### config.mk
export PLATFORM = sky130hd
export DESIGN_NAME = mfd_front
export DESIGN_NICKNAME = d
export VERILOG_FILES = /design/src/rtl/mfd_pkg.sv /design/src/rtl/mfd_front.sv
export SDC_FILE = /design/constraint.sdc
export NUM_CORES = 1
export LEC_CHECK = 0
export ABC_AREA = 1
export CAP_MARGIN = 20
export CORE_MARGIN = 5
export CORE_UTILIZATION = 50
export CTS_CLUSTER_SIZE = 40
export DETAILED_ROUTE_END_ITERATION = 12
export DONT_BUFFER_PORTS = 1
export GPL_TIMING_DRIVEN = 0
export REMOVE_ABC_BUFFERS = 1
export SLEW_MARGIN = 20
export SYNTH_ARGS = -nofsm -noshare
export SYNTH_HDL_FRONTEND = slang
export SYNTH_SLANG_ARGS = --single-unit
### constraint.sdc
create_clock -name clock -period 7.65 [get_ports clock]
set_clock_uncertainty 0.2 [all_clocks]
set_input_delay 1.53 -clock clock [delete_from_list [all_inputs] [get_ports clock]]
set_output_delay 1.53 -clock clock [all_outputs]
set_load 0.05 [all_outputs]
### src/rtl/mfd_pkg.sv
`default_nettype none

package mfd_pkg;

   // slot map: small motors 0..3, mid motors 4..7, large motors 8..10
   localparam int NUM_SLOTS = 11;
   localparam int SLOT_W    = $clog2(NUM_SLOTS);
   localparam int SUB_W     = 2;

   localparam int ID_W      = 11;
   localparam int BYTE_W    = 8;
   localparam int NUM_BYTES = 7;
   localparam int ENC_W     = 16;
   localparam int TURN_W    = 19;
   localparam int TOTAL_W   = 32;
   localparam int GEAR_FRAC = 8;
   localparam int GEAR_W    = 40;

   // stream widths, rounded up to whole bytes
   localparam int REQ_BITS   = ID_W + NUM_BYTES * BYTE_W;
   localparam int REQ_DATA_W = ((REQ_BITS + BYTE_W - 1) / BYTE_W) * BYTE_W;
   localparam int RSP_BITS   = SUB_W + 1 + 3 * ENC_W + BYTE_W + TURN_W + TOTAL_W + GEAR_W;
   localparam int RSP_DATA_W = ((RSP_BITS + BYTE_W - 1) / BYTE_W) * BYTE_W;
   localparam int GRP_W      = 2;

   // register indexes
   localparam int REG_IDX_W = 2;
   localparam logic [REG_IDX_W-1:0] REG_SMALL_BASE = 2'd0;
   localparam logic [REG_IDX_W-1:0] REG_MID_BASE   = 2'd1;
   localparam logic [REG_IDX_W-1:0] REG_LARGE_BASE = 2'd2;

   localparam logic [ID_W-1:0] SMALL_BASE_RST = 11'd513;
   localparam logic [ID_W-1:0] MID_BASE_RST   = 11'd517;
   localparam logic [ID_W-1:0] LARGE_BASE_RST = 11'd521;

   localparam int SMALL_COUNT = 4;
   localparam int MID_PER_BUS = 2;
   localparam int LARGE_COUNT = 3;
   localparam logic [SLOT_W-1:0] MID_SLOT0   = 4'd4;
   localparam logic [SLOT_W-1:0] LARGE_SLOT0 = 4'd8;

   // unwrap constants
   localparam logic signed [ENC_W:0]    ENC_HALF     = 17'sd4096;
   localparam logic signed [ENC_W:0]    ENC_HALF_NEG = -17'sd4096;
   localparam int                       ENC_SHIFT    = 13;
   localparam logic signed [TURN_W-1:0] TURN_MAX     = {1'b0, {(TURN_W-1){1'b1}}};
   localparam logic signed [TURN_W-1:0] TURN_MIN     = {1'b1, {(TURN_W-1){1'b0}}};

   // gear scaling: geared = total * NUM / DIV, reciprocal = floor(2^32 / DIV)
   localparam int DIV_W   = 12;
   localparam int NUM_W   = 16;
   localparam int RECIP_W = 32;
   localparam longint unsigned RECIP_ONE = 64'd1 << RECIP_W;
   localparam logic [DIV_W-1:0]   DIV_SMALL   = 12'd36;
   localparam logic [DIV_W-1:0]   DIV_MID     = 12'd3591;
   localparam logic [DIV_W-1:0]   DIV_LARGE   = 12'd1;
   localparam logic [NUM_W-1:0]   NUM_SMALL   = 16'd256;
   localparam logic [NUM_W-1:0]   NUM_MID     = 16'd47872;
   localparam logic [NUM_W-1:0]   NUM_LARGE   = 16'd256;
   localparam logic [RECIP_W-1:0] RECIP_SMALL = RECIP_W'(RECIP_ONE / DIV_SMALL);
   localparam logic [RECIP_W-1:0] RECIP_MID   = RECIP_W'(RECIP_ONE / DIV_MID);
   // divide by one: 2^32 - 1 leaves the estimate at most one low, fixed by the correction
   localparam logic [RECIP_W-1:0] RECIP_LARGE = {RECIP_W{1'b1}};

   typedef enum logic [GRP_W-1:0] {
      GRP_SMALL = 2'd0,
      GRP_MID   = 2'd1,
      GRP_LARGE = 2'd2
   } group_type;

   // classified frame waiting in the queue
   typedef struct packed {
      group_type         grp;
      logic [SUB_W-1:0]  sub;
      logic [SLOT_W-1:0] slot;
      logic [ENC_W-1:0]  enc;
      logic [ENC_W-1:0]  speed;
      logic [ENC_W-1:0]  current;
      logic [BYTE_W-1:0] temp;
   } item_type;

   typedef struct packed {
      logic     valid;
      item_type item;
   } head_type;

   // result record carried down the back end
   typedef struct packed {
      group_type          grp;
      logic [SUB_W-1:0]   sub;
      logic               first;
      logic [ENC_W-1:0]   enc;
      logic [ENC_W-1:0]   speed;
      logic [ENC_W-1:0]   current;
      logic [BYTE_W-1:0]  temp;
      logic [TURN_W-1:0]  turns;
      logic [TOTAL_W-1:0] total;
   } rec_type;

endpackage

`default_nettype wire

### src/rtl/mfd_front.sv
`default_nettype none

module mfd_front import mfd_pkg::*; (
   input  logic                  clock,
   input  logic                  reset,
   input  logic                  csr_we,
   input  logic [REG_IDX_W-1:0]  csr_addr,
   input  logic [ID_W-1:0]       csr_wdata,
   input  logic                  req_tvalid,
   output logic                  req_tready,
   input  logic [REQ_DATA_W-1:0] req_tdata,
   input  logic                  req_tuser,
   input  logic                  pop,
   output head_type              head
);

   localparam int QUEUE_DEPTH = 4;
   localparam int QPTR_W      = $clog2(QUEUE_DEPTH);
   localparam int QCNT_W      = QPTR_W + 1;

   logic [ID_W-1:0]   small_base_ff;
   logic [ID_W-1:0]   mid_base_ff;
   logic [ID_W-1:0]   large_base_ff;
   logic [ID_W-1:0]   id;
   logic [ID_W:0]     small_diff;
   logic [ID_W:0]     mid_diff;
   logic [ID_W:0]     large_diff;
   logic              small_hit;
   logic              mid0_hit;
   logic              mid1_hit;
   logic              large_hit;
   logic              hit;
   item_type          item_in;
   item_type          q_ff [QUEUE_DEPTH];
   logic [QPTR_W-1:0] wr_ptr_ff;
   logic [QPTR_W-1:0] rd_ptr_ff;
   logic [QCNT_W-1:0] count_ff;
   logic [QCNT_W-1:0] count_in;
   logic              push;
   logic              take;

   // base id registers
   always_ff @(posedge clock) begin
      if (reset) begin
         small_base_ff <= SMALL_BASE_RST;
         mid_base_ff   <= MID_BASE_RST;
         large_base_ff <= LARGE_BASE_RST;
      end else if (csr_we) begin
         case (csr_addr)
            REG_SMALL_BASE: small_base_ff <= csr_wdata;
            REG_MID_BASE:   mid_base_ff   <= csr_wdata;
            REG_LARGE_BASE: large_base_ff <= csr_wdata;
            default: ;
         endcase
      end
   end

   // id match: offset from each base, borrow bit set when id is below base
   always_comb begin
      id         = req_tdata[ID_W-1:0];
      small_diff = {1'b0, id} - {1'b0, small_base_ff};
      mid_diff   = {1'b0, id} - {1'b0, mid_base_ff};
      large_diff = {1'b0, id} - {1'b0, large_base_ff};
      small_hit  = !req_tuser && !small_diff[ID_W]
                   && (small_diff[ID_W-1:0] < ID_W'(SMALL_COUNT));
      mid0_hit   = !req_tuser && !mid_diff[ID_W]
                   && (mid_diff[ID_W-1:0] < ID_W'(MID_PER_BUS));
      mid1_hit   = req_tuser && !mid_diff[ID_W]
                   && (mid_diff[ID_W-1:0] >= ID_W'(MID_PER_BUS))
                   && (mid_diff[ID_W-1:0] < ID_W'(2 * MID_PER_BUS));
      large_hit  = req_tuser && !large_diff[ID_W]
                   && (large_diff[ID_W-1:0] < ID_W'(LARGE_COUNT));
      hit        = small_hit || mid0_hit || mid1_hit || large_hit;
   end

   // classify and unpack the payload, small wins on bus 0, mid wins on bus 1
   always_comb begin
      item_in.enc     = {req_tdata[ID_W +: BYTE_W], req_tdata[ID_W + BYTE_W +: BYTE_W]};
      item_in.speed   = {req_tdata[ID_W + 2*BYTE_W +: BYTE_W],
                         req_tdata[ID_W + 3*BYTE_W +: BYTE_W]};
      item_in.current = {req_tdata[ID_W + 4*BYTE_W +: BYTE_W],
                         req_tdata[ID_W + 5*BYTE_W +: BYTE_W]};
      item_in.temp    = req_tdata[ID_W + 6*BYTE_W +: BYTE_W];
      if (small_hit) begin
         item_in.grp  = GRP_SMALL;
         item_in.sub  = small_diff[SUB_W-1:0];
         item_in.slot = SLOT_W'(small_diff[SUB_W-1:0]);
      end else if (mid0_hit || mid1_hit) begin
         item_in.grp  = GRP_MID;
         item_in.sub  = mid_diff[SUB_W-1:0];
         item_in.slot = MID_SLOT0 + SLOT_W'(mid_diff[SUB_W-1:0]);
      end else begin
         item_in.grp  = GRP_LARGE;
         item_in.sub  = large_diff[SUB_W-1:0];
         item_in.slot = LARGE_SLOT0 + SLOT_W'(large_diff[SUB_W-1:0]);
      end
   end

   // queue control, unmatched frames are accepted and dropped
   always_comb begin
      req_tready = (count_ff != QCNT_W'(QUEUE_DEPTH));
      push       = req_tvalid && req_tready && hit;
      take       = pop && (count_ff != '0);
      count_in   = count_ff + QCNT_W'(push) - QCNT_W'(take);
      head.valid = (count_ff != '0);
      head.item  = q_ff[rd_ptr_ff];
   end

   always_ff @(posedge clock) begin
      if (reset) begin
         wr_ptr_ff <= '0;
         rd_ptr_ff <= '0;
         count_ff  <= '0;
      end else begin
         count_ff <= count_in;
         if (push) begin
            wr_ptr_ff <= wr_ptr_ff + 1'b1;
         end
         if (take) begin
            rd_ptr_ff <= rd_ptr_ff + 1'b1;
         end
      end
   end

   // queue storage
   always_ff @(posedge clock) begin
      if (push) begin
         q_ff[wr_ptr_ff] <= item_in;
      end
   end

endmodule

`default_nettype wire

Word-level counts from Yosys, hierarchy flattened. Memories as Yosys holds them, arrays and structs flattened. A register that Yosys moved wholly into a read port is not among the register bits. Cells that the tools add are included.

Memories kept: 1. Flip-flop bits (word level): 40. Bits in writable memories: 256. Output and inout bits: 66.

Add/sub/neg operators: 9. Reduce and logical (&&, ||, !) cells: 25. Equal/unequal tests: 3. Muxes and demuxes: 6. Magnitude comparators: 5.

Memory list: q_ff (depth 4, bits a word 64, read ports 1, clocked after Yosys merged registers in 1, write ports 1, line mfd_front.sv:34) `item_type q_ff [QUEUE_DEPTH];`.

Operator list (number): $sub A11 B11 Y12 (3); $lt A11 B2 Y1 const B (2); $lt A11 B3 Y1 const B (2); $mux W8 (2); $logic_and A1 B1 Y1 (12); $ge A11 B2 Y1 const B (1); $reduce_and A2 Y1 (3); $add A2 B1 Y2 const B (2); $add A3 B2 Y4 const A (1); $add A4 B2 Y4 const A (1); $logic_not A1 Y1 (4); $logic_or A1 B1 Y1 (4); $mux W2 (2); $add A3 B1 Y3 (1); $ne A3 B3 Y1 const B (1); $reduce_bool A3 Y1 (1); $sub A3 B1 Y3 (1); $eq A2 B1 Y1 const B (1); $eq A2 B2 Y1 const B (1); $logic_not A2 Y1 (1); $mux W1 (2).

Longest topological paths before layout.
Depth in word-level cells: 10. Mapped depth: 23. Mapped depth without buffers: 23.

Least setup slack after synthesis. Ideal clock, no wire load.

Path kind: input-to-reg. From: input port req_tdata[0]. To: memory q_ff[0][0] (netlist name) (enable). Stages on the path: 15. Setup slack: 1279 ps. Arrival: 5693 ps. Data required time: 6972 ps. Setup time: 478 ps. Path through: inv_1 ha_1 inv_1 fa_1 nand3_1 nand3_2 xnor2_1 nand2_1 nor2_1 nand2_1 nor2_4 nand3b_4 nand3_4 nand2_4 nor2_1.

Longest elaborated chain between the ends: 10. Elaborated cells on any way between the ends: 26. Classes of those cells: add/sub (3); order compare (5); mux (2); reduce/logical (16).

RTL lines: start, declared (line mfd_front.sv:11) `input logic [REQ_DATA_W-1:0] req_tdata,`; parallel branches: the longest is 6 deep, another holds $sub A11 B11 Y12; $logic_or A1 B1 Y1 (*) (line mfd_front.sv:73) `hit = small_hit || mid0_hit || mid1_hit || large_hit;`; $logic_and A1 B1 Y1 (*) (line mfd_front.sv:102) `push = req_tvalid && req_tready && hit;`; $mux W1 (*) (line mfd_front.sv:127) `if (push) begin`; $mux W1 (not written as such) (*) (line mfd_front.sv:128) `q_ff[wr_ptr_ff] <= item_in;`; end, declared (line mfd_front.sv:34).

Every way passes the cells marked *.

==> impl_metrics.env <==
export IMPL_status="finished, final reports clean"
export IMPL_synth_seq_area_share=0.641
export IMPL_die_y_um=168
export IMPL_cts_setup_buffers=0
export IMPL_start_util=0.503
export IMPL_dp_cells=1469
export IMPL_stdcell_count=1520
export IMPL_overflow=0
export IMPL_synth_simple_gate_area_frac=0.138
export IMPL_grtUsageMet3=0.0518
export IMPL_syn_area_per_cell_sq_um=10.7
export IMPL_h_tree_depth=1
export IMPL_synth_area_top_cells="edfxtp_1 (57%), dfxtp_1 (6.7%), o21ai_0 (6.1%), nor2_1 (4.8%), nand2_1 (4.6%)"
export IMPL_drtPass1Iterations=5
export IMPL_synth_compound_area_frac=0.116
export IMPL_drv_cap=0
export IMPL_routed_wl_um=27000
export IMPL_grt_busiest_layer="met2"
export IMPL_gp_congestion=0.822
export IMPL_rsz0062_at_grt="no"
export IMPL_final_core_util=0.563
export IMPL_diodes=0
export IMPL_hold_violations=0
export IMPL_ios=157
export IMPL_dieArea_sq_um=28400
export IMPL_cellPowerDensity_nw_per_um2=290
export IMPL_p_leak_nw=5.23
export IMPL_synth_seq_cells=282
export IMPL_first_global_vias=7674
export IMPL_antenna_left=0
export IMPL_vias_per_cell=5.33
export IMPL_place_area_sq_um=13200
export IMPL_final_area_sq_um=14100
export IMPL_cts_tree="yes"
export IMPL_yosysTopAreaCell="edfxtp_1"
export IMPL_critPathLaunchType="flop"
export IMPL_yosys_mux_area_fraction=0
export IMPL_routedWlPerCell_um=17.8
export IMPL_dpl_hpwl_um=17900
export IMPL_met2_usage=0.317
export IMPL_hold_slack_ns=0.255
export IMPL_fillers=2147
export IMPL_multiInputGateArea_sq_um=3940
export IMPL_yosysWarnings=0
export IMPL_layout_commonest_cell="edfxtp_1"
export IMPL_drc=0
export IMPL_clockRootBuffer="clkbuf_16"
export IMPL_tns_ns=0
export IMPL_synth_xor_area_frac=0.00628
export IMPL_gr_usage_met1=0.236
export IMPL_layout_drive_gt1_share=0.0849
export IMPL_clock_tree_buffer_depth=3
export IMPL_clk_insertion_delay_late_ns=0.53
export IMPL_required_ns=5.92
export IMPL_grt_max_degree=75
export IMPL_ir_drop_v=0.000167
export IMPL_io_buffers=0
export IMPL_final_cell_mix="edfxtp_1 (240), nor2_1 (155), o21ai_0 (153), nand2_1 (153), inv_1 (116)"
export IMPL_fp_coreArea_sq_um=25000
export IMPL_arrival_ns=2.87
export IMPL_ctsHoldBuffers=0
export IMPL_cts_made_buffers=28
export IMPL_nets=1303
export IMPL_dr_first_iter_drc_count=545
export IMPL_final_min_clock_period_ns=4.60
export IMPL_die_x_um=168
export IMPL_path_max_fanout=61
export IMPL_cts_resized=0
export IMPL_syn_to_final_growth_pct=11.9
export IMPL_antenna_found_initial=0
export IMPL_regArea_sq_um=8060
export IMPL_grt_pass1_wl_um=42000
export IMPL_end_kind="output pin"
export IMPL_syn_cell_area_sq_um=12600
export IMPL_clk_pin_slew_worst_paths_ns=0.06
export IMPL_netlist_instances=1173
export IMPL_drv_slew=0
export IMPL_min_path_type="reg -> reg"
export IMPL_synth_top_family_by_area="simple AND/OR/NAND/NOR gates"
export IMPL_critPathKind="reg -> out"
export IMPL_max_freq_mhz=217
export IMPL_vias=8102
export IMPL_synth_distinct_cells=35
export IMPL_synth_top_cell_area_share=0.574
export IMPL_synthAdderAreaFrac=0.0452
export IMPL_finalSetupViolCount=0
export IMPL_slew_headroom=0.216
export IMPL_fp_row_count=58
export IMPL_grt_total_usage=0.183
export IMPL_worstMarginPinSlew_ns=1.19
export IMPL_min_period_over_period=0.602
export IMPL_clock_sinks=282
sequential cells by signal, indices dropped and copies added, names as in the netlist, named ones only:
name           cells
q_ff             240
large_base_ff     11
small_base_ff     11
count_ff           3
mid_base_ff       11
wr_ptr_ff          2
rd_ptr_ff          2
synthesized netlist by cell type (all sizes together):
library cell	count
edfxtp	240
nor2	167
nand2	164
o21ai	154
inv	124
o22ai	60
nand3	45
a21oi	42
dfxtp	42
clkbuf	41
ha	39
nand4	12
buf	8
o211ai	7
xnor2	6
nand3b	5
fa	4
nor3	4
o21bai	3
xor2	3
a31oi	2
and2	1
stage by stage:
step	setup slack (ns)	power [mW]
floorplan	1.06	2.65
global placement	-2.42	2.82
detailed placement	2.68	2.87
CTS	3.01	4.13
global route	2.86	4.28
finish	3.05	4.08
path summary, 6_finish.rpt:
kind                                                     from                       endpoint  slack (ns)  cells after the start
worst max-delay path                                     flop                        head[1]        3.05                      3
worst min-delay path            small_base_ff[5]$_SDFFE_PP0P_  small_base_ff[5]$_SDFFE_PP0P_        0.26                      2
worst max register to register    mid_base_ff[0]$_SDFFE_PP1P_         count_ff[2]$_SDFF_PP0_        3.98                     21
worst min register to register  small_base_ff[5]$_SDFFE_PP0P_  small_base_ff[5]$_SDFFE_PP0P_        0.26                      2
cell type report:
cell class | instances | share of cell area
Sequential cell | 282 | 0.573
Multi-Input combinational cell | 718 | 0.280
Clock buffer | 39 | 0.0543
Inverter | 124 | 0.0337
Tap cell | 330 | 0.0294
Timing Repair Buffer | 15 | 0.0239
Clock inverter | 12 | 0.00570
worst max-delay path: stages (launching register included):
cell	delay [ns]
dfxtp_4	0.56
inv_4	0.60
o21ai_0	0.19
o22ai_1	0.93
report_power, final:
part           switching, mW  total (mW)  internal, mW
combinational          0.868        1.08         0.214
clock                  0.534        1.26         0.725
sequential            0.0521        1.74          1.69
routing by layer:
| metal | part of all wire | up-vias |
|---|---|---|
| met2 | 0.50 | 195 |
| met3 | 0.074 | 18 |
| li1 | - | 4081 |
| met5 | 0 | - |
| met1 | 0.42 | 3808 |
| met4 | 0.0088 | 0 |
logic make-up (layout without fill, tap and decap cells):
group                    count (synthesis)  in the layout
AND/OR/NAND/NOR                        398            398
flip-flops                             282            282
AO/OA/AOI/OAI                          268            268
buffers and inverters                  173            190
adder cells (fa/ha/maj)                 43             43
XOR/XNOR                                 9              9
(Power assumes the default switching activity.)
