===== src/rtl/mfd_pkg.sv =====
`default_nettype none

package mfd_pkg;

   // slot map: small motors 0..3, mid motors 4..7, large motors 8..10
   localparam int NUM_SLOTS = 11;
   localparam int SLOT_W    = $clog2(NUM_SLOTS);
   localparam int SUB_W     = 2;

   localparam int ID_W      = 11;
   localparam int BYTE_W    = 8;
   localparam int NUM_BYTES = 7;
   localparam int ENC_W     = 16;
   localparam int TURN_W    = 19;
   localparam int TOTAL_W   = 32;
   localparam int GEAR_FRAC = 8;
   localparam int GEAR_W    = 40;

   // stream widths, rounded up to whole bytes
   localparam int REQ_BITS   = ID_W + NUM_BYTES * BYTE_W;
   localparam int REQ_DATA_W = ((REQ_BITS + BYTE_W - 1) / BYTE_W) * BYTE_W;
   localparam int RSP_BITS   = SUB_W + 1 + 3 * ENC_W + BYTE_W + TURN_W + TOTAL_W + GEAR_W;
   localparam int RSP_DATA_W = ((RSP_BITS + BYTE_W - 1) / BYTE_W) * BYTE_W;
   localparam int GRP_W      = 2;

   // register indexes
   localparam int REG_IDX_W = 2;
   localparam logic [REG_IDX_W-1:0] REG_SMALL_BASE = 2'd0;
   localparam logic [REG_IDX_W-1:0] REG_MID_BASE   = 2'd1;
   localparam logic [REG_IDX_W-1:0] REG_LARGE_BASE = 2'd2;

   localparam logic [ID_W-1:0] SMALL_BASE_RST = 11'd513;
   localparam logic [ID_W-1:0] MID_BASE_RST   = 11'd517;
   localparam logic [ID_W-1:0] LARGE_BASE_RST = 11'd521;

   localparam int SMALL_COUNT = 4;
   localparam int MID_PER_BUS = 2;
   localparam int LARGE_COUNT = 3;
   localparam logic [SLOT_W-1:0] MID_SLOT0   = 4'd4;
   localparam logic [SLOT_W-1:0] LARGE_SLOT0 = 4'd8;

   // unwrap constants
   localparam logic signed [ENC_W:0]    ENC_HALF     = 17'sd4096;
   localparam logic signed [ENC_W:0]    ENC_HALF_NEG = -17'sd4096;
   localparam int                       ENC_SHIFT    = 13;
   localparam logic signed [TURN_W-1:0] TURN_MAX     = {1'b0, {(TURN_W-1){1'b1}}};
   localparam logic signed [TURN_W-1:0] TURN_MIN     = {1'b1, {(TURN_W-1){1'b0}}};

   // gear scaling: geared = total * NUM / DIV, reciprocal = floor(2^32 / DIV)
   localparam int DIV_W   = 12;
   localparam int NUM_W   = 16;
   localparam int RECIP_W = 32;
   localparam longint unsigned RECIP_ONE = 64'd1 << RECIP_W;
   localparam logic [DIV_W-1:0]   DIV_SMALL   = 12'd36;
   localparam logic [DIV_W-1:0]   DIV_MID     = 12'd3591;
   localparam logic [DIV_W-1:0]   DIV_LARGE   = 12'd1;
   localparam logic [NUM_W-1:0]   NUM_SMALL   = 16'd256;
   localparam logic [NUM_W-1:0]   NUM_MID     = 16'd47872;
   localparam logic [NUM_W-1:0]   NUM_LARGE   = 16'd256;
   localparam logic [RECIP_W-1:0] RECIP_SMALL = RECIP_W'(RECIP_ONE / DIV_SMALL);
   localparam logic [RECIP_W-1:0] RECIP_MID   = RECIP_W'(RECIP_ONE / DIV_MID);
   // divide by one: 2^32 - 1 leaves the estimate at most one low, fixed by the correction
   localparam logic [RECIP_W-1:0] RECIP_LARGE = {RECIP_W{1'b1}};

   typedef enum logic [GRP_W-1:0] {
      GRP_SMALL = 2'd0,
      GRP_MID   = 2'd1,
      GRP_LARGE = 2'd2
   } group_type;

   // classified frame waiting in the queue
   typedef struct packed {
      group_type         grp;
      logic [SUB_W-1:0]  sub;
      logic [SLOT_W-1:0] slot;
      logic [ENC_W-1:0]  enc;
      logic [ENC_W-1:0]  speed;
      logic [ENC_W-1:0]  current;
      logic [BYTE_W-1:0] temp;
   } item_type;

   typedef struct packed {
      logic     valid;
      item_type item;
   } head_type;

   // result record carried down the back end
   typedef struct packed {
      group_type          grp;
      logic [SUB_W-1:0]   sub;
      logic               first;
      logic [ENC_W-1:0]   enc;
      logic [ENC_W-1:0]   speed;
      logic [ENC_W-1:0]   current;
      logic [BYTE_W-1:0]  temp;
      logic [TURN_W-1:0]  turns;
      logic [TOTAL_W-1:0] total;
   } rec_type;

endpackage

`default_nettype wire


===== src/rtl/mfd_unwrap.sv =====
`default_nettype none

module mfd_unwrap import mfd_pkg::*; (
   input  logic     clock,
   input  logic     reset,
   input  logic     adv,
   input  head_type head,
   output logic     rec_valid,
   output rec_type  rec
);

   localparam int WIDE_W = TOTAL_W + 2;
   localparam logic signed [WIDE_W-1:0] TOTAL_HI = {3'b000, {(TOTAL_W-1){1'b1}}};
   localparam logic signed [WIDE_W-1:0] TOTAL_LO = {3'b111, {(TOTAL_W-1){1'b0}}};

   logic                      seen_ff [NUM_SLOTS];
   logic [ENC_W-1:0]          off_ff [NUM_SLOTS];
   logic [ENC_W-1:0]          last_ff [NUM_SLOTS];
   logic signed [TURN_W-1:0]  turns_ff [NUM_SLOTS];
   logic                      seen_rd;
   logic [ENC_W-1:0]          off_rd;
   logic [ENC_W-1:0]          last_rd;
   logic signed [TURN_W-1:0]  turns_rd;
   logic signed [TURN_W-1:0]  turns_in;
   logic signed [ENC_W:0]     delta;
   logic                      take;
   logic                      u_valid_ff;
   rec_type                   u_rec_ff;
   rec_type                   u_rec_in;
   logic [ENC_W-1:0]          u_off_ff;
   logic                      t_valid_ff;
   rec_type                   t_rec_ff;
   rec_type                   t_rec_in;
   logic signed [WIDE_W-1:0]  total_wide;

   // slot lookup, an unseen slot reads as its own first frame
   always_comb begin
      take     = adv && head.valid;
      seen_rd  = seen_ff[head.item.slot];
      off_rd   = seen_rd ? off_ff[head.item.slot] : head.item.enc;
      last_rd  = seen_rd ? last_ff[head.item.slot] : head.item.enc;
      turns_rd = seen_rd ? turns_ff[head.item.slot] : '0;
      delta    = $signed({1'b0, head.item.enc}) - $signed({1'b0, last_rd});
   end

   // turn counting on half-range jumps, saturating
   always_comb begin
      turns_in = turns_rd;
      if (delta > ENC_HALF) begin
         if (turns_rd != TURN_MIN) begin
            turns_in = turns_rd - 19'sd1;
         end
      end else if (delta < ENC_HALF_NEG) begin
         if (turns_rd != TURN_MAX) begin
            turns_in = turns_rd + 19'sd1;
         end
      end
      u_rec_in.grp     = head.item.grp;
      u_rec_in.sub     = head.item.sub;
      u_rec_in.first   = !seen_rd;
      u_rec_in.enc     = head.item.enc;
      u_rec_in.speed   = head.item.speed;
      u_rec_in.current = head.item.current;
      u_rec_in.temp    = head.item.temp;
      u_rec_in.turns   = turns_in;
      u_rec_in.total   = '0;
   end

   // slot seen flags
   always_ff @(posedge clock) begin
      if (reset) begin
         for (int i = 0; i < NUM_SLOTS; i++) begin
            seen_ff[i] <= 1'b0;
         end
      end else if (take) begin
         seen_ff[head.item.slot] <= 1'b1;
      end
   end

   // slot state write-back
   always_ff @(posedge clock) begin
      if (take) begin
         off_ff[head.item.slot]   <= off_rd;
         last_ff[head.item.slot]  <= head.item.enc;
         turns_ff[head.item.slot] <= turns_in;
      end
   end

   // total position: turns * 8192 + encoder - offset, saturated to 32 bits
   always_comb begin
      total_wide = $signed({{(WIDE_W-TURN_W-ENC_SHIFT){u_rec_ff.turns[TURN_W-1]}},
                            u_rec_ff.turns, {ENC_SHIFT{1'b0}}})
                   + $signed({{(WIDE_W-ENC_W){1'b0}}, u_rec_ff.enc})
                   - $signed({{(WIDE_W-ENC_W){1'b0}}, u_off_ff});
      t_rec_in = u_rec_ff;
      if (total_wide > TOTAL_HI) begin
         t_rec_in.total = TOTAL_HI[TOTAL_W-1:0];
      end else if (total_wide < TOTAL_LO) begin
         t_rec_in.total = TOTAL_LO[TOTAL_W-1:0];
      end else begin
         t_rec_in.total = total_wide[TOTAL_W-1:0];
      end
   end

   // stage valids
   always_ff @(posedge clock) begin
      if (reset) begin
         u_valid_ff <= 1'b0;
         t_valid_ff <= 1'b0;
      end else if (adv) begin
         u_valid_ff <= head.valid;
         t_valid_ff <= u_valid_ff;
      end
   end

   // stage payload
   always_ff @(posedge clock) begin
      if (adv) begin
         u_rec_ff <= u_rec_in;
         u_off_ff <= off_rd;
         t_rec_ff <= t_rec_in;
      end
   end

   assign rec_valid = t_valid_ff;
   assign rec       = t_rec_ff;

endmodule

`default_nettype wire


===== config.mk =====
export PLATFORM = sky130hd
export DESIGN_NAME = mfd_unwrap
export DESIGN_NICKNAME = d
export VERILOG_FILES = /design/src/rtl/mfd_pkg.sv /design/src/rtl/mfd_unwrap.sv
export SDC_FILE = /design/constraint.sdc
export NUM_CORES = 1
export LEC_CHECK = 0
export BUFFER_PORTS_ARGS = -buffer_cell sky130_fd_sc_hd__buf_2
export CAP_MARGIN = 30
export CORE_UTILIZATION = 50
export CTS_CLUSTER_SIZE = 28
export DETAILED_ROUTE_END_ITERATION = 6
export PLACE_DENSITY = 0.67
export SETUP_SLACK_MARGIN = 0.05
export SYNTH_ARGS = -nofsm -noshare
export SYNTH_HDL_FRONTEND = slang
export SYNTH_SLANG_ARGS = --single-unit
export TNS_END_PERCENT = 50

===== constraint.sdc =====
create_clock -name clock -period 18.2 [get_ports clock]
set_input_delay 3.64 -clock clock [delete_from_list [all_inputs] [get_ports clock]]
set_output_delay 3.64 -clock clock [all_outputs]
set_load 0.01 [all_outputs]

# Yosys cells after proc, flatten, opt, wreduce, memory -nomap -nowiden
# Memories as Yosys holds them, arrays and structs flattened.
# Index checks and enable logic that the tools add are counted.
# op_classes
reduce_logical	3
addsub	5
mux	17
eq_ne	2
magnitude_cmp	4
# op_table
op	n
2-to-1 mux 19 bit	5
inequality test 19 bit (second input constant)	2
greater-than comparator 34 x 32 -> 1 bit (second input constant)	1
less-than comparator 34 x 32 -> 1 bit (second input constant)	1
subtractor 33 x 17 -> 34 bit	1
adder 32 x 17 -> 33 bit	1
2-to-1 mux 16 bit	2
2-to-1 mux 32 bit	1
adder 19 x 2 -> 19 bit (second input constant)	1
subtractor 19 x 2 -> 19 bit (second input constant)	1
greater-than comparator 17 x 14 -> 1 bit (second input constant)	1
less-than comparator 17 x 13 -> 1 bit (second input constant)	1
subtractor 16 x 16 -> 17 bit	1
2-to-1 mux 1 bit	8
2-to-1 mux 4 bit	1
logical AND 1 bit	1
zero test 1 bit	1
OR reduction 1 bit	1
# totals
register_bits	210
mem_bits_rw	572
mem_count	4
word_cells	55
input_bits	68
# mem_list
name	depth	width	read_ports	rd_ports_with_merged_regs	wr	line	source
turns_ff	11	19	1	0	1	mfd_unwrap.sv:19	logic signed [TURN_W-1:0] turns_ff [NUM_SLOTS];
last_ff	11	16	1	0	1	mfd_unwrap.sv:18	logic [ENC_W-1:0] last_ff [NUM_SLOTS];
off_ff	11	16	1	0	1	mfd_unwrap.sv:17	logic [ENC_W-1:0] off_ff [NUM_SLOTS];
seen_ff	11	1	1	0	11	mfd_unwrap.sv:16	logic seen_ff [NUM_SLOTS];

# Longest topological paths before layout
# logic_depth
depth_word	6
mapped_depth	26

# Worst setup path before layout
# Ideal clock, no wire load.
# synth_path
path_kind	in2reg
start	in head[56] (netlist name)
end	reg u_rec_ff (netlist bit t_rec_in[39]), data pin
arrival_time_ns	9.098
t_required_ns	17.863
slack_ns	8.765
n_path_buf	6
path_stages	22
cell_sequence	buf_6 buf_12 buf_6 buf_4 buf_1 buf_2 mux4_2 mux2i_1 nor2_1 a21oi_1 o21ai_0 ha_1 fa_1 nand2b_1 a21oi_1 o22ai_1 o31a_1 o21ai_0 nand2_4 nor3b_2 nor2_1 nor4_1
# synth_via
elab_chain_cells	6
elab_cells_between_ends	16
classes_between	3 x add/sub; 2 x order compare; 2 x eq/ne; 6 x mux; 3 x memory
# synth_rtl
item	line	source
start, declared	mfd_unwrap.sv:7	input head_type head,
memory (11 x 16 bit) (tied with other cells)	n/a	
2-to-1 mux 16 bit or 2-to-1 mux 19 bit (tied branches)	mfd_unwrap.sv:41, mfd_unwrap.sv:42	
subtractor 16 x 16 -> 17 bit (tied with other cells)	mfd_unwrap.sv:43	delta = $signed({1'b0, head.item.enc}) - $signed({1'b0, last_rd});
less-than comparator 17 x 13 -> 1 bit or 2-to-1 mux 19 bit (tied branches)	mfd_unwrap.sv:53, mfd_unwrap.sv:54	
2-to-1 mux 19 bit	mfd_unwrap.sv:53	end else if (delta < ENC_HALF_NEG) begin
2-to-1 mux 19 bit *	mfd_unwrap.sv:49	if (delta > ENC_HALF) begin
net turns_in[7]	mfd_unwrap.sv:24	logic signed [TURN_W-1:0] turns_in;
end signal, assigned	mfd_unwrap.sv:119	u_rec_ff <= u_rec_in;
end, declared	mfd_unwrap.sv:28	rec_type u_rec_ff;
# The timed path passes the listed nets; every way through them passes the cells marked *.
# A chain may end at the register's enable or synchronous reset.

# Worst setup path in the final report
# layout_path
start	in head[56] (netlist name)
end	mem turns_ff[1][10], data pin
# layout_via
elab_chain_cells	6
elab_cells_between_ends	16
classes_between	3 x add/sub; 2 x order compare; 2 x eq/ne; 6 x mux; 3 x memory
# layout_rtl
item	line
memory (11 x 16 bit) (tied with other cells)	n/a
2-to-1 mux 16 bit or 2-to-1 mux 19 bit (tied branches)	mfd_unwrap.sv:41, mfd_unwrap.sv:42
subtractor 16 x 16 -> 17 bit (tied with other cells)	mfd_unwrap.sv:43
less-than comparator 17 x 13 -> 1 bit or 2-to-1 mux 19 bit (tied branches)	mfd_unwrap.sv:53, mfd_unwrap.sv:54
2-to-1 mux 19 bit	mfd_unwrap.sv:53
2-to-1 mux 19 bit *	mfd_unwrap.sv:49
net turns_in[10]	mfd_unwrap.sv:24
end, declared	mfd_unwrap.sv:19
# Marks and branches as above.

==> results.sh <==
export IMPL_clk_latency_ns=0.63
export IMPL_worst_pin_slew_ns=1.001
export IMPL_cts_resized=0
export IMPL_muxShareOfSynthArea_pct=10.42
export IMPL_critPathArrivalTime_ns=9.91
export IMPL_finalSetupTns_ns=0
export IMPL_power_density_nw_per_um2=117.1
export IMPL_slew_violations=0
export IMPL_grt_first_pass_wirelength_um=110000
export IMPL_dieArea_um2=66630
export IMPL_reg2regPathDepth=18
export IMPL_timing_final_crit_share_pct=52.87
export IMPL_cts_tree="built"
export IMPL_cts_buffer_depth=3
export IMPL_post_cts_buffers=0
export IMPL_vdd_ir_drop_max_mv=0.05404
export IMPL_drt_pass1_iter_count=6
export IMPL_drc=0
export IMPL_antenna_found_initial=3
export IMPL_clock_skew_ns=0.02374
export IMPL_htreeDepth=3
export IMPL_detail_route_antenna_nets=0
export IMPL_period_needed_ns=9.623
export IMPL_ys_seq_area_share_pct=71.95
export IMPL_core_um2=64580
export IMPL_routed_wl_um=72550
export IMPL_cts_hold_buf=0
export IMPL_slew_headroom_pct=32.83
export IMPL_area_delta_synth_final_pct=13.81
export IMPL_syn_nets=2080
export IMPL_synth_simple_area_share_pct=5.207
export IMPL_num_rows=93
export IMPL_synth_cell_types=86
export IMPL_cts_sinks=787
export IMPL_synth_edff_count=784
export IMPL_reg2reg_slack_ns=11.73
export IMPL_endpoint_kind="register"
export IMPL_gp_congestion=0.9406
export IMPL_r2r_end="turns_ff[1][10]"
export IMPL_root_buffer="clkbuf_16"
export IMPL_cts_buffers=79
export IMPL_io_pins=181
export IMPL_syn_area_um2=32800
export IMPL_vias=18082
export IMPL_cp_start_kind="input port"
export IMPL_grt_overflow_total=0
export IMPL_max_freq_mhz=103.9
export IMPL_ys_seq_elements=787
export IMPL_startpoint="head[56]"
export IMPL_grt_pass1_vias=18103
export IMPL_viasPerCell=5.856
export IMPL_wl_per_cell_um=23.49
export IMPL_reg2reg_from="seen_ff[3]"
export IMPL_synth_top_family_by_area="multiplexers"
export IMPL_track_usage_pct=21.93
export IMPL_syn_area_per_cell_um2=16.87
export IMPL_synth_compound_area_share_pct=6.591
export IMPL_fin_nets=2304
export IMPL_synthAdderAreaFrac_pct=2.708
export IMPL_outcome="finished, final reports clean"
export IMPL_synth_xor_area_share_pct=1.202
export IMPL_leakage_uw=0.01313
export IMPL_num_fill_cells=4885
export IMPL_total_power_uw=4371
export IMPL_drtIter0Drc=1610
export IMPL_hpwlAfterDp_um=45140
export IMPL_hp_class="register to register"
export IMPL_dieHeight_um=258.1
export IMPL_required_ns=18.49
export IMPL_crit_fanout=45
export IMPL_clk_pin_slew_ns=0.06
export IMPL_yosys_warnings=0
export IMPL_synth_ff_type="edfxtp_1"
export IMPL_port_buffers=180
export IMPL_async_flop_share_pct=0
export IMPL_antennaDiodeCount=0
export IMPL_grt_max_degree=180
export IMPL_maxCapViolations=0
export IMPL_layout_drive_gt1_share_pct=22.44
export IMPL_initial_core_util_pct=50.79
export IMPL_crit_end="turns_ff[1][10]"
export IMPL_rsz0062_at_grt="no"
export IMPL_setup_viol=0
export IMPL_die_w_um=258.1
export IMPL_hold_viol_final=0
export IMPL_crit_type="input port to register"
export IMPL_syn_inst=1944
==> sequential cells by signal, indices dropped and copies added, names as in the netlist, 16 cells and up <==
register	cells
off_ff	176
t_rec_in	80
rec	112
seen_ff	16
u_off_ff	16
turns_ff	209
last_ff	176
==> Yosys cell counts (all sizes together), types with 4 or more instances <==
cell / number / area (um2)
edfxtp: 784 / 23540
nand2: 127 / 486.7
o21ai: 126 / 630.6
mux4: 106 / 2387
nor2: 95 / 364.1
mux2i: 86 / 860.8
a21oi: 67 / 350.3
ha: 63 / 788.3
inv: 61 / 229.0
clkbuf: 47 / 176.4
buf: 35 / 225.2
a21o: 31 / 240.2
nand3: 24 / 125.1
xnor2: 24 / 210.2
xor2: 21 / 183.9
nor3: 17 / 112.6
a21boi: 16 / 123.9
mux2: 15 / 168.9
nand2b: 13 / 81.33
o211ai: 13 / 102.6
and3: 12 / 75.07
or2: 12 / 75.07
o22ai: 11 / 68.82
a31oi: 10 / 68.81
o21a: 10 / 75.07
nor2b: 9 / 56.30
a22o: 8 / 70.07
and2: 8 / 50.05
nand4: 8 / 50.05
a22oi: 7 / 62.56
o31ai: 6 / 45.04
or3: 6 / 37.54
fa: 5 / 100.1
nor4: 5 / 37.53
o21bai: 5 / 37.54
o31a: 5 / 43.79
a211oi: 4 / 30.03
a221oi: 4 / 35.03
or4: 4 / 37.53
==> per-stage QoR <==
stage	setup WS [ns]	util [%]	instance area, um2	std cells	hold WS, ns
2_1_floorplan	8.765	-	32800	1944	0.4003
3_3_place_gp	8.141	53.82	34750	2929	0.4005
3_5_place_dp	7.909	53.93	34830	2938	0.4045
4_1_cts	8.558	57.77	37310	3084	0.4142
5_1_grt	8.211	57.81	37330	3088	0.4269
6_report	8.577	57.81	37330	3088	0.4186
==> critical path: stages <==
cell and delay (ns):
buf_8 0.33, mux4_2 0.59, a22oi_2 0.18, nand3_2 0.07, buf_4 0.30, inv_2 0.09, buf_4 0.41, o21ai_0 0.21
ha_1 0.25, fa_1 0.41, nand2b_1 0.18, a21oi_1 0.36, o22ai_1 0.23, o31a_1 0.37, o21ai_0 0.61, nand2_4 0.16
nor2_4 0.42, a31oi_1 0.17, xnor2_1 0.77
==> layer usage <==
layer  track usage (%)  part of all wire [%]
met3             3.180                   6.5
met2             36.45                    49
met4             5.621                   1.4
met1             30.57                    43
met5                 0                 0.017
==> how the worst min path moves through the flow <==
stage                  startpoint  endpoint  slack, ns  cells after the start
floorplan           t_rec_in[107]  rec[107]       0.40                      0
global placement     t_rec_in[69]   rec[69]       0.40                      0
detailed placement   t_rec_in[59]   rec[59]       0.40                      0
CTS                  t_rec_in[53]   rec[53]       0.41                      0
global route         t_rec_in[59]   rec[59]       0.43                      0
finish               t_rec_in[59]   rec[59]       0.42                      0
==> final cells by class <==
cell class,count,area (um2),share of cell area [%]
inverter,61,229.0,0.6133
tap,855,1070,2.866
multi-input combinational,1014,8658,23.19
sequential,787,23600,63.22
timing repair buffer,225,1295,3.469
clock buffer,107,2135,5.718
clock inverter,39,342.8,0.9183
==> cell usage in the layout (no fill, tap or decap), drive strengths merged, types with 13 or more instances in the layout <==
cell and instances:
a21boi 16, a21o 31, a21oi 67, buf 224, clkbuf 108, clkinv 30, edfxtp 784, ha 63
inv 64, mux2 15, mux2i 86, mux4 106, nand2 127, nand2b 13, nand3 24, nor2 95
nor3 17, o211ai 13, o21ai 126, xnor2 24, xor2 21
==> kinds of logic (layout without fill, tap and decap cells) <==
| family | count (synthesis) | count (layout) |
|---|---|---|
| simple gates | 352 | 352 |
| mux | 207 | 207 |
| compound gates | 342 | 342 |
| fa+ha+maj | 68 | 68 |
| flops | 787 | 787 |
| xor+xnor | 45 | 45 |
| buf+inv | 143 | 432 |
==> power by group <==
group	switching, uW	internal, uW	total (uW)
clock network	667	886	1550
logic	402	229	632
registers	36.8	2150	2190
total	1110	3260	4370
(Power assumes the default switching activity.)
